--- config.mk ---
export PLATFORM = sky130hd
export DESIGN_NAME = sync_length_frame_receiver_unit_flat
export DESIGN_NICKNAME = d
export VERILOG_FILES = /design/src/hdl/slfr_pkg.sv /design/src/hdl/slfr_if.sv /design/src/hdl/sync_length_frame_receiver_unit.sv /design/src/flat_wrapper.sv
export VERILOG_INCLUDE_DIRS = /design/src /design/src/hdl
export SDC_FILE = /design/constraint.sdc
export NUM_CORES = 1
export LEC_CHECK = 0
export BUFFER_PORTS_ARGS = -buffer_cell sky130_fd_sc_hd__buf_4
export CORE_UTILIZATION = 33
export DETAILED_ROUTE_END_ITERATION = 16
export GPL_TIMING_DRIVEN = 1
export PLACE_DENSITY = 0.48
export SYNTH_ARGS = -nofsm -noshare
export SYNTH_HDL_FRONTEND = slang
export SYNTH_SLANG_ARGS = --single-unit
export TNS_END_PERCENT = 50
--- constraint.sdc ---
create_clock -name clock -period 3.12 [get_ports clock]
set_input_delay 0.156 -clock clock [delete_from_list [all_inputs] [get_ports clock]]
set_output_delay 0.156 -clock clock [all_outputs]
set_load 0.05 [all_outputs]
--- src/hdl/sync_length_frame_receiver_unit_defines.svh ---
// ----------------------------------------------------------------------------
// Sync length frame receiver: assertion macros
// Shared macros for the concurrent checks of the receiver.
// ----------------------------------------------------------------------------
`ifndef SYNC_LENGTH_FRAME_RECEIVER_UNIT_DEFINES_SVH
`define SYNC_LENGTH_FRAME_RECEIVER_UNIT_DEFINES_SVH

// Check a property on every rising clock edge outside of reset.
`define SLFR_ASSERT(lbl, clk, rst, prop, msg) \
   lbl: assert property (@(posedge clk) disable iff (rst) prop) else $error(msg);

// Check a property on every rising clock edge, reset included.
`define SLFR_ASSERT_ALWAYS(lbl, clk, prop, msg) \
   lbl: assert property (@(posedge clk) prop) else $error(msg);

`endif

--- src/hdl/slfr_pkg.sv ---
// ----------------------------------------------------------------------------
// Sync length frame receiver package
// Widths, sync constants and the controller state type.
// ----------------------------------------------------------------------------
package slfr_pkg;

   localparam int BYTE_W        = 8;
   localparam int MAX_FRAME_DEF = 64;

   localparam logic [BYTE_W-1:0] SYNC_FIRST  = 8'hA5;
   localparam logic [BYTE_W-1:0] SYNC_SECOND = 8'h5A;

   typedef enum logic [1:0] {
      ST_IDLE,
      ST_READ,
      ST_LOAD
   } state_type;

endpackage

--- src/hdl/slfr_if.sv ---
// ----------------------------------------------------------------------------
// Sync length frame receiver channels
// Valid/ready channels for received bytes and for emitted frame bytes.
// ----------------------------------------------------------------------------
interface slfr_req_if;
   logic                         valid;
   logic                         ready;
   logic [slfr_pkg::BYTE_W-1:0]  rx_byte;

   modport source (output valid, output rx_byte, input ready);
   modport sink   (input valid, input rx_byte, output ready);
endinterface

interface slfr_rsp_if;
   logic                         valid;
   logic                         ready;
   logic [slfr_pkg::BYTE_W-1:0]  frame_byte;
   logic                         frame_last;

   modport source (output valid, output frame_byte, output frame_last, input ready);
   modport sink   (input valid, input frame_byte, input frame_last, output ready);
endinterface

--- src/hdl/sync_length_frame_receiver_unit.sv ---
// A completed frame is read from the frame memory one byte at a time: each byte
// is first read into the read register, then loaded into the output register,
// which waits while the output side stalls. No byte is taken while a frame is
// read out. Throughput: one byte per cycle while gathering; readout is set by
// the single read port. Reset is synchronous, active high.
// ----------------------------------------------------------------------------
// Sync length frame receiver
// Gathers bytes into a frame memory, checks the A5/5A sync word, and emits
// the whole frame once the length byte's payload has arrived.
// ----------------------------------------------------------------------------
`include "sync_length_frame_receiver_unit_defines.svh"

module sync_length_frame_receiver_unit #(
   parameter int MAX_FRAME = slfr_pkg::MAX_FRAME_DEF
) (
   input  logic        clock,
   input  logic        reset,
   slfr_req_if.sink    req_ch,
   slfr_rsp_if.source  rsp_ch
);

   localparam int ADDR_W = $clog2(MAX_FRAME);
   localparam int CNT_W  = $clog2(MAX_FRAME + 1);
   localparam int BW     = slfr_pkg::BYTE_W;

   logic [BW-1:0] frame_mem [MAX_FRAME];

   slfr_pkg::state_type state_ff, state_in;

   logic [CNT_W-1:0]  count_ff, count_in;
   logic [BW-1:0]     len_ff, len_in;
   logic [ADDR_W-1:0] rd_ptr_ff, rd_ptr_in;
   logic [ADDR_W-1:0] last_ptr_ff, last_ptr_in;
   logic [BW-1:0]     rd_data_ff;
   logic              rsp_valid_ff, rsp_valid_in;
   logic [BW-1:0]     rsp_byte_ff, rsp_byte_in;
   logic              rsp_last_ff, rsp_last_in;

   logic              req_take;
   logic              rd_en;
   logic              load_en;
   logic              at_last;
   logic [CNT_W-1:0]  n_inc;
   logic              sync_bad;
   logic [BW-1:0]     len_sel;
   logic              complete;

   // Byte bookkeeping for an accepted item
   always_comb begin
      n_inc    = count_ff + CNT_W'(1);
      sync_bad = ((n_inc == CNT_W'(1)) && (req_ch.rx_byte != slfr_pkg::SYNC_FIRST)) ||
                 ((n_inc == CNT_W'(2)) && (req_ch.rx_byte != slfr_pkg::SYNC_SECOND));
      // The length byte is the item itself on the third byte
      len_sel  = (n_inc == CNT_W'(3)) ? req_ch.rx_byte : len_ff;
      complete = !sync_bad && (n_inc >= CNT_W'(3)) &&
                 (len_sel == BW'(n_inc - CNT_W'(3)));
   end

   // Controller outputs
   always_comb begin
      req_take = 1'b0;
      rd_en    = 1'b0;
      load_en  = 1'b0;
      case (state_ff)
         slfr_pkg::ST_IDLE: begin
            req_take = req_ch.valid;
         end
         slfr_pkg::ST_READ: begin
            rd_en = 1'b1;
         end
         slfr_pkg::ST_LOAD: begin
            load_en = !rsp_valid_ff || rsp_ch.ready;
         end
         default: begin
            req_take = 1'b0;
         end
      endcase
   end

   assign at_last = (rd_ptr_ff == last_ptr_ff);

   // Controller next state
   always_comb begin
      state_in = state_ff;
      case (state_ff)
         slfr_pkg::ST_IDLE: begin
            if (req_take && complete) begin
               state_in = slfr_pkg::ST_READ;
            end
         end
         slfr_pkg::ST_READ: begin
            state_in = slfr_pkg::ST_LOAD;
         end
         slfr_pkg::ST_LOAD: begin
            if (load_en) begin
               state_in = at_last ? slfr_pkg::ST_IDLE : slfr_pkg::ST_READ;
            end
         end
         default: begin
            state_in = slfr_pkg::ST_IDLE;
         end
      endcase
   end

   // Datapath next values
   always_comb begin
      count_in     = count_ff;
      len_in       = len_ff;
      rd_ptr_in    = rd_ptr_ff;
      last_ptr_in  = last_ptr_ff;
      rsp_valid_in = rsp_valid_ff;
      rsp_byte_in  = rsp_byte_ff;
      rsp_last_in  = rsp_last_ff;

      if (req_take) begin
         if (n_inc == CNT_W'(3)) begin
            len_in = req_ch.rx_byte;
         end
         if (complete) begin
            count_in    = '0;
            rd_ptr_in   = '0;
            last_ptr_in = ADDR_W'(n_inc - CNT_W'(1));
         end else if (sync_bad || (n_inc == CNT_W'(MAX_FRAME))) begin
            // drop the gathered bytes
            count_in = '0;
         end else begin
            count_in = n_inc;
         end
      end

      if (rsp_valid_ff && rsp_ch.ready) begin
         rsp_valid_in = 1'b0;
      end
      if (load_en) begin
         rsp_valid_in = 1'b1;
         rsp_byte_in  = rd_data_ff;
         rsp_last_in  = at_last;
         if (!at_last) begin
            rd_ptr_in = rd_ptr_ff + ADDR_W'(1);
         end
      end
   end

   always_ff @(posedge clock) begin
      if (reset) begin
         state_ff     <= slfr_pkg::ST_IDLE;
         count_ff     <= '0;
         rsp_valid_ff <= 1'b0;
      end else begin
         state_ff     <= state_in;
         count_ff     <= count_in;
         rsp_valid_ff <= rsp_valid_in;
      end
   end

   always_ff @(posedge clock) begin
      len_ff      <= len_in;
      rd_ptr_ff   <= rd_ptr_in;
      last_ptr_ff <= last_ptr_in;
      rsp_byte_ff <= rsp_byte_in;
      rsp_last_ff <= rsp_last_in;
   end

   // Frame memory: written while gathering, read only during readout
   always_ff @(posedge clock) begin
      if (req_take) begin
         frame_mem[count_ff[ADDR_W-1:0]] <= req_ch.rx_byte;
      end
   end

   always_ff @(posedge clock) begin
      if (rd_en) begin
         rd_data_ff <= frame_mem[rd_ptr_ff];
      end
   end

   assign req_ch.ready      = (state_ff == slfr_pkg::ST_IDLE);
   assign rsp_ch.valid      = rsp_valid_ff;
   assign rsp_ch.frame_byte = rsp_byte_ff;
   assign rsp_ch.frame_last = rsp_last_ff;

   `SLFR_ASSERT(a_count_range, clock, reset, count_ff < CNT_W'(MAX_FRAME), "byte count out of range")
   `SLFR_ASSERT(a_count_clear_in_readout, clock, reset, (state_ff != slfr_pkg::ST_IDLE) |-> (count_ff == '0), "count not cleared during readout")
   `SLFR_ASSERT(a_ptr_bound, clock, reset, (state_ff != slfr_pkg::ST_IDLE) |-> (rd_ptr_ff <= last_ptr_ff), "read pointer past frame end")
   `SLFR_ASSERT(a_last_ends_readout, clock, reset, (load_en && at_last) |=> (state_ff == slfr_pkg::ST_IDLE) && rsp_ch.frame_last, "readout did not end on last byte")

endmodule

--- src/flat_wrapper.sv ---
// flat-port wrapper written by rule: the top's interface ports become plain ports
module sync_length_frame_receiver_unit_flat 
#(
   parameter int MAX_FRAME = slfr_pkg::MAX_FRAME_DEF
)
  (clock, reset, req_ch_valid, req_ch_rx_byte, req_ch_ready, rsp_ch_valid, rsp_ch_frame_byte, rsp_ch_frame_last, rsp_ch_ready);
  slfr_req_if req_ch_i ();
  slfr_rsp_if rsp_ch_i ();
  input  logic clock;
  input  logic reset;
  input wire logic [$bits(req_ch_i.valid)-1:0] req_ch_valid;
  input wire logic [$bits(req_ch_i.rx_byte)-1:0] req_ch_rx_byte;
  output wire logic [$bits(req_ch_i.ready)-1:0] req_ch_ready;
  output wire logic [$bits(rsp_ch_i.valid)-1:0] rsp_ch_valid;
  output wire logic [$bits(rsp_ch_i.frame_byte)-1:0] rsp_ch_frame_byte;
  output wire logic [$bits(rsp_ch_i.frame_last)-1:0] rsp_ch_frame_last;
  input wire logic [$bits(rsp_ch_i.ready)-1:0] rsp_ch_ready;
  assign req_ch_i.valid = req_ch_valid;
  assign req_ch_i.rx_byte = req_ch_rx_byte;
  assign req_ch_ready = req_ch_i.ready;
  assign rsp_ch_valid = rsp_ch_i.valid;
  assign rsp_ch_frame_byte = rsp_ch_i.frame_byte;
  assign rsp_ch_frame_last = rsp_ch_i.frame_last;
  assign rsp_ch_i.ready = rsp_ch_ready;
  sync_length_frame_receiver_unit #(.MAX_FRAME(MAX_FRAME)) u_core (.clock(clock), .reset(reset), .req_ch(req_ch_i), .rsp_ch(rsp_ch_i));
endmodule
; ---- After elaboration in Yosys (flattened, before gate mapping)
; Memory sizes are Yosys's and may differ from the RTL's. A register that Yosys moved wholly into a read port is not among the register bits.
; Cells that the tools add are included.
[totals]
ramBits = 512
romBits = 0
mem_count = 1
input_bits = 12
latchBits = 0
output_inout_bits = 11
word_cells = 59
reg_bits = 39
[classes]
n_lt_le_gt_ge = 1
bitwise = 0
shift = 0
n_addsub = 4
div = 0
mul = 0
n_reduce_logical = 15
eq_ne = 12
mux = 18
[mem_list]
columns = name, words, width, rd, rd_ports_with_merged_regs, write_ports, line
row1 = u_core.frame_mem, 64, 8, 1, 1, 1, sync_length_frame_receiver_unit.sv:26  ; logic [BW-1:0] frame_mem [MAX_FRAME];
[op_table]
columns = operator, n
row1 = 6-bit 2-to-1 mux, 4
row2 = 7-bit by 2-bit == test with 1-bit output (second input constant), 2
row3 = 7-bit 2-to-1 mux, 2
row4 = 8-bit == test, 1
row5 = 1-bit 2-to-1 mux, 8
row6 = 8-bit 2-to-1 mux, 1
row7 = 8-bit by 7-bit != test with 1-bit output (second input constant), 1
row8 = 8-bit != test (second input constant), 1
row9 = 7-bit by 2-bit subtractor with 8-bit output (second input constant), 1
row10 = 7-bit by 1-bit adder with 7-bit output (second input constant), 1
row11 = 7-bit by 1-bit == test with 1-bit output (second input constant), 1
row12 = 7-bit == test (second input constant), 1
row13 = 7-bit by 2-bit >= comparator with 1-bit output (second input constant), 1
row14 = 6-bit by 1-bit adder with 6-bit output (second input constant), 1
row15 = 6-bit == test, 1
row16 = 1-bit logical AND, 6
row17 = 2-bit case mux with 3 select lines, 1
row18 = 6-bit by 1-bit subtractor with 6-bit output (second input constant), 1
row19 = 2-bit 2-to-1 mux, 2
row20 = 2-bit by 1-bit != test with 1-bit output (second input constant), 2
row21 = 2-bit AND reduction, 2
row22 = 1-bit logical OR, 3
row23 = 2-bit by 1-bit == test with 1-bit output (second input constant), 1
row24 = 2-bit == test (second input constant), 1
row25 = 3 further kinds, 4

; ---- Logic depth before layout (Yosys ltp)
; Gate-level depths: netlist (run 1).
[depth]
word_depth = 11
ltp_mapped = 14
mapped_depth_nobuf = 11

; ---- Worst setup path after synthesis (run 1)
; OpenSTA, ideal clock, no wires.
[synth_timing]
path_kind = register to register
startpoint = register u_core.count_ff[0]
endpoint = register u_core.last_ptr_ff[0], enable pin
setup_ns = 0.315
arrival_ns = 3.102
synth_period_minus_slack_ns = 3.417
stages_incl_launch_ff = 14
required_time_ns = 2.805
path_buffers = 2
slack_ns = -0.297
path_cell_list = dfxtp_1 -> buf_1 -> inv_1 -> ha_1 -> nor2b_1 -> a221oi_1 -> xnor2_1 -> a21oi_1 -> a31oi_1 -> a2111o_1 -> nor4_2 -> buf_4 -> nand2_1 -> inv_1
[synth_via]
elab_chain_cells = 8
word_cells_on_any_way = 15
cone_classes = 2 x add/sub / 1 x order compare / 4 x eq/ne / 1 x mux / 7 x reduce/logical
[synth_rtl]
columns = item, line
row1 = start: declaration, sync_length_frame_receiver_unit.sv:30  ; logic [CNT_W-1:0] count_ff, count_in;
row2 = start signal: assignment, sync_length_frame_receiver_unit.sv:151  ; count_ff <= count_in;
row3 = 7-bit by 1-bit adder with 7-bit output *, sync_length_frame_receiver_unit.sv:50  ; n_inc = count_ff + CNT_W'(1);
row4 = "parallel branches: the longest is 5 deep, another holds 7-bit by 2-bit subtractor with 8-bit output", --
row5 = 1-bit logical AND *, sync_length_frame_receiver_unit.sv:55  ; complete = !sync_bad && (n_inc >= CNT_W'(3)) &&
row6 = 2-bit AND reduction (no line) *, --
row7 = end signal: assignment, sync_length_frame_receiver_unit.sv:159  ; last_ptr_ff <= last_ptr_in;
row8 = end: declaration, sync_length_frame_receiver_unit.sv:33  ; logic [ADDR_W-1:0] last_ptr_ff, last_ptr_in;
; Every way passes the cells marked *.
; A chain may end at the register's enable or synchronous reset.

; ---- Worst setup path after layout (run 1)
[layout_timing]
startpoint = register u_core.count_ff[0]
endpoint = register u_core.count_ff[3]
[layout_via]
elab_chain_cells = 8
word_cells_on_any_way = 18
cone_classes = 2 x add/sub / 1 x order compare / 5 x eq/ne / 3 x mux / 7 x reduce/logical
[layout_rtl]
columns = item, line
row1 = 7-bit by 1-bit adder with 7-bit output *, sync_length_frame_receiver_unit.sv:50
row2 = "parallel branches: the longest is 6 deep, another holds 7-bit by 2-bit subtractor with 8-bit output", --
row3 = 7-bit 2-to-1 mux *, sync_length_frame_receiver_unit.sv:119  ; if (complete) begin
; Marks and branches as above.

==> metrics, run 1 <==
CTS tree=yes; Sink Count=559; mapped cell area=0.0224 mm^2; Lkg Pwr=roughly 0.0085 uW; Area contributors post-synth=edfxtp_1 73%, mux4_2 17%, nor2_1 1.5%, dfxtp_1 1.4%, xnor2_1 0.67%; Max Fanout on Critical Path=6; Req. time, crit path=3.62 ns; Via density=5.10; share of the synthesized area in the top cell type=72.8%; endpoint class of the critical path=register; crit-path cells=ha_4 > o211a_1 > o32a_1 > a21oi_2 > mux2i_1 > o21ai_0 > a2111o_1 > nor4_4 > buf_2 > nor4b_1 > a211o_1; Syn Nets=1,082; register bit count reported by yosys=about 560; Syn Inst Count=1,065; Final period util=101%; Final ANT Viol Nets=0; Die ar.=roughly 0.07 mm^2; Skew-Pair Late Insertion Delay=0.61 ns; critical path class=register to register; Finished Layout Cells=approximately 2,100; failing checks=setup timing; routed len/inst=approximately 26 um; placed instance count=2,025; Peak VDD IR=0.425 mV; DRC Markers=0; EDFF count, synth=approximately 540; setup ws final=-0.0166 ns; global-route wire length before repair=80,800 um; Vias=10,914; Largest stage delay, worst path=0.46 ns; max-cap violations=0; antenna cells=0; RSZ-0062 raised after global routing=yes; Num CTS Buffers=58; slowest CP cell=a2111o_1; initial core utilization=33.3%; H-tree depth=2; met2 usage in global routing=26.4%; WL final=55,400 um; total congestion overflow=0; Starting DRT DRC Count=about 850; Core Area=0.0672 mm^2; most area-hungry cell type in the Yosys netlist=edfxtp_1; Worst Path Arrival=approximately 3.6 ns; DR pass1 iterations=5; vias in the first global route=11,261; Syn Area/Cell=between 20 and 25 um^2; clk buf depth=3; skew final=roughly 0.013 ns; pre-CTS setup slack=-0.00588 ns; DP HPWL=roughly 34,000 um; pins over their slew limit=0; Fmax=319 MHz; Die Wd=between 200 and 300 um; area grow syn2layout=18.1%; largest net degree at the start of global routing=68; final hold slack=0.137 ns; met1 usage=23.0%; RD Place Congestion=0.766; Hold Fails Final Rpt=0; status=finished with violations; Worst Tran Pin Value=0.849 ns; warnings from Yosys=0; CTS Root Buffer Type=clkbuf_16; sequential area share after synthesis=74.3%; layout cells sized above 1=approximately a third; Top FF cell, synth=edfxtp_1; num rows=95; Pwr Density=603 mW/mm^2; type of origin of the critical path=register; ys async rst share=0%; Nets=1,239; Hold Crit Class=primary input to register; initial antenna violation count=5; num ports=23; final setup fails=1; port buffer count=22; die height=262 um; Total GRT Usage=around 16%; minimum clock period=3.14 ns; total power=between 15,000 and 20,000 uW; clock slew at reported path FFs=0.06 ns; library cells used by synthesis=between 60 and 70; GR peak layer=met2; Max-slew headroom=roughly 43%; M3 GR Usage=under 10%
Yosys cell counts, types with 4 or more instances:
cell and n:
edfxtp_1 543, mux4_2 168, nor2_1 88, clkbuf_1 36
nand2_1 25, buf_1 17, xnor2_1 17, dfxtp_1 16
a21oi_1 11, nand3_1 11, mux2_2 10, a21o_1 8
xor2_1 8, inv_1 7, nor3_1 7, o21ai_0 7
nand3b_1 6, ha_1 5, nand2b_1 5, and2_1 4
nor2b_1 4
repair_timing:
item,4_1_cts,5_1_grt
pin swaps,3,11
resized for setup,7,10
cloned,1,0
hold endpoints to repair,4,0
setup buffers,4,2
setup endpoints to repair,7,18
hold buffers,3,0
final cells by class:
class / instances / area [um^2]
fillers: 6007 / 40700
repair buffers: 158 / 1300
flip-flops and latches: 559 / 16600
well taps: 873 / 1090
inverters: 7 / 28.8
multi-input cells: 438 / 5540
clock inverters: 35 / 324
clock buffers: 72 / 1530
flip-flops by register name, summed over array words and instances (netlist names):
register,count
u_core.count_ff,7
u_core.rsp_ch.valid,1
u_core.last_ptr_ff,6
u_core.rd_data_ff,8
u_core.state_ff,2
u_core.rsp_ch.frame_byte,8
u_core.len_ff,8
u_core.rd_ptr_ff,6
u_core.rsp_ch.frame_last,1
u_core.frame_mem,512
layout by cell type, fill, tap and decap left out, types with 7 or more instances in the layout:
master,Yosys,routed
a21o_1,8,8
a21oi_1,11,9
buf_12,0,8
buf_4,2,143
clkbuf_1,36,13
clkbuf_16,0,59
clkinv_1,0,19
clkinv_2,0,7
dfxtp_1,16,8
edfxtp_1,543,543
mux2_2,10,10
mux4_2,168,168
nand2_1,25,24
nand3_1,11,11
nor2_1,88,88
o21ai_0,7,7
xnor2_1,17,17
xor2_1,8,8
kinds of logic (layout without fill, tap and decap cells):
logic type	after synthesis	after routing	synth area share [%]
muxes	181	181	17.5
DFF	559	559	74.3
buffers and inverters	68	272	1.29
and+or+nand+nor	173	173	3.68
AOI/OAI and AO/OA	53	53	1.88
xor gates and xnor gates	26	26	1.08
adders and majority gates	5	5	0.279
worst paths after layout:
path,from,to,slack (ns),cells past startpoint
min,req_ch_rx_byte[0],u_core.frame_mem[58][0]$_DFFE_PP_,0.14,3
max reg2reg,u_core.count_ff[0]$_SDFFE_PP0P_,u_core.count_ff[3]$_SDFFE_PP0P_,-0.02,11
max,u_core.count_ff[0]$_SDFFE_PP0P_,u_core.count_ff[3]$_SDFFE_PP0P_,-0.02,11
min reg2reg,u_core.rd_data_ff[0]$_DFFE_PN_,u_core.rsp_ch.frame_byte[0]$_DFFE_PP_,0.43,0
metrics by stage:
stage	util, %	TNS (ns)	instance area [um^2]
final	39.4	-0.0166	26400
after global routing	39.4	-1.63	26400
after CTS	39.3	0	26400
after detailed placement	36.4	-0.00588	24500
after global placement	36.4	0	24500
after floorplan	-	0	22400
worst max-delay path: cells and delay by family (launching register included):
kind | cells | cell delay (ns)
buffers and inverters | 1 | 0.25
adders and majority gates | 1 | 0.18
and+or+nand+nor | 2 | 0.43
DFF | 1 | 0.37
AOI/OAI and AO/OA | 6 | 1.61
muxes | 1 | 0.19
where the power goes:
group	total, uW	switching, uW	internal, uW
clock network	6770	2820	3950
logic	914	502	411
registers	8260	17.0	8250
total	15900	3340	12600
metal layers:
| layer | share of wire [%] | up-vias |
|---|---|---|
| met5 | 0 | - |
| met4 | 1.7 | 0 |
| met3 | 4.6 | 64 |
| met2 | 49 | 249 |
| met1 | 44 | 5860 |
| li1 | - | 4741 |
Power figures use the tool's default switching activity.
==> inputs of run 2 (changes only) <==
==> constraint.sdc (replaced) <==
create_clock -name clock -period 3.12 [get_ports clock]
set_input_delay 0.312 -clock clock [delete_from_list [all_inputs] [get_ports clock]]
set_output_delay 0.312 -clock clock [all_outputs]
set_load 0.05 [all_outputs]
==> metrics, run 2 (synthesis results as in run 1) <==
Final period util=between 90 and 100%; utilization after layout=39.5%; Fmax=328 MHz; H-tree depth=2; RD Place Congestion=0.751; pins over their slew limit=0; Starting DRT DRC Count=844; DR pass1 iterations=5; Max-slew headroom=approximately 44%; CTS Root Buffer Type=clkbuf_16; DRC Markers=0; DP HPWL=around 35,000 um; WL final=55,000 um; antenna cells=0; layout cells sized above 1=36.2%; skew final=0.0104 ns; Vias=10,830; Core Area=0.0672 mm^2; critical path class=register to register; initial antenna violation count=3; max reg flops=512; Sink Count=about 560; Final Cell Area=approximately 0.027 mm^2; Die ar.=0.0689 mm^2; Req. time, crit path=3.63 ns; CTS tree=yes; port buffer count=22; routed len/inst=25.7 um; Final ANT Viol Nets=0; Hold Fails Final Rpt=0; minimum clock period=3.04 ns; Total GRT Usage=16.2%; max-cap violations=0; largest net degree at the start of global routing=69; Lkg Pwr=0.00853 uW; Nets=1,244; status=completed; total congestion overflow=0; most frequent cells in the layout=543 x edfxtp_1, 168 x mux4_2, 144 x buf_4; type of origin of the critical path=register; Hold Crit Class=primary input to register; Max Fanout on Critical Path=9; Num CTS Buffers=58; RSZ-0062 raised after global routing=yes; most common cell after layout, fill and taps aside=edfxtp_1; Pwr Density=601 mW/mm^2; Die Wd=262 um; Peak VDD IR=around 0.41 mV; clock slew at reported path FFs=0.06 ns; vias in the first global route=about 11,000; Worst Path Arrival=3.55 ns; area grow syn2layout=18.5%; die height=262 um; Worst Tran Pin Value=0.843 ns; clk buf depth=3; num ports=23; endpoint class of the critical path=register; global-route wire length before repair=80,600 um; Via density=5.05; initial core utilization=33.3%; final setup fails=0; Skew-Pair Late Insertion Delay=between 0.6 and 0.7 ns; num rows=95; dpl cell area=0.0246 mm^2
[run 2: cell count changes in the layout (fill, tap and decap cells not counted), sizes merged]
| cell | change |
|---|---|
| inv | -2 |
| bufinv | -1 |
| clkinvlp | +2 |
| buf | +7 |
| clkbuf | -3 |
| dlygate4sd3 | -1 |
[run 2: where the power goes]
group	switching (uW)	internal (uW)
logic	514	443
registers	19.1	8240
clock network	2840	3890
[run 2: routing by layer]
| layer | wire (um) | vias up | track usage [%] |
|---|---|---|---|
| met5 | 0 | - | 0 |
| met4 | 1310 | 0 | 5.33 |
| met3 | 1930 | 60 | 1.94 |
| met2 | 26400 | 221 | 25.8 |
| met1 | 25400 | 5807 | 23.2 |
| li1 | - | 4742 | - |
[run 2: critical path: stages (launching register included)]
cell and delay (ns):
dfxtp_4 0.39, ha_4 0.20, and2_4 0.19, o2111ai_4 0.15, a211oi_4 0.37, and2_4 0.23, mux2_2 0.36, xnor2_1 0.15
nor4_2 0.27, buf_4 0.23, buf_12 0.12, nor3_1 0.05, a31o_2 0.23
[run 2: through the flow]
stage	TNS (ns)	worst slack [ns]	cells	hold WS (ns)	total power (uW)
global placement	-1.36	-0.132	2033	0.402	9400
CTS	0	0.0295	2140	0.149	16100
floorplan	0	0.00772	1065	0.400	8940
global route	-0.583	-0.0587	2144	0.146	16400
finish	0	0.0755	2144	0.168	16000
detailed placement	-1.65	-0.142	2033	0.415	9410
[run 2: final timing paths]
check,slack [ns],from,depth (start not counted),to
setup / recovery,0.08,u_core.count_ff[0]$_SDFFE_PP0P_,12,u_core.count_ff[6]$_SDFFE_PP0P_
hold / removal,0.17,req_ch_rx_byte[0],2,u_core.frame_mem[58][0]$_DFFE_PP_
hold reg to reg,0.43,u_core.rd_data_ff[3]$_DFFE_PN_,0,u_core.rsp_ch.frame_byte[3]$_DFFE_PP_
setup reg to reg,0.08,u_core.count_ff[0]$_SDFFE_PP0P_,12,u_core.count_ff[6]$_SDFFE_PP0P_
[run 2: final cells by class]
| class | count | area, um^2 |
|---|---|---|
| Fill cell | 5935 | 40600 |
| Sequential cell | 559 | 16600 |
| Multi-Input combinational cell | 438 | 5510 |
| Clock buffer | 70 | 1540 |
| Timing Repair Buffer | 163 | 1420 |
| Tap cell | 873 | 1090 |
| Clock inverter | 34 | 302 |
| Inverter | 7 | 26.3 |
[run 2: timing repair]
action | 4_1_cts | 5_1_grt
resized for setup | 3 | 11
cloned | 0 | 0
setup endpoints to repair | 11 | 17
pin swaps | 0 | 7
hold endpoints to repair | 3 | 0
hold buffers | 2 | 0
buffers inserted | 1 | 4
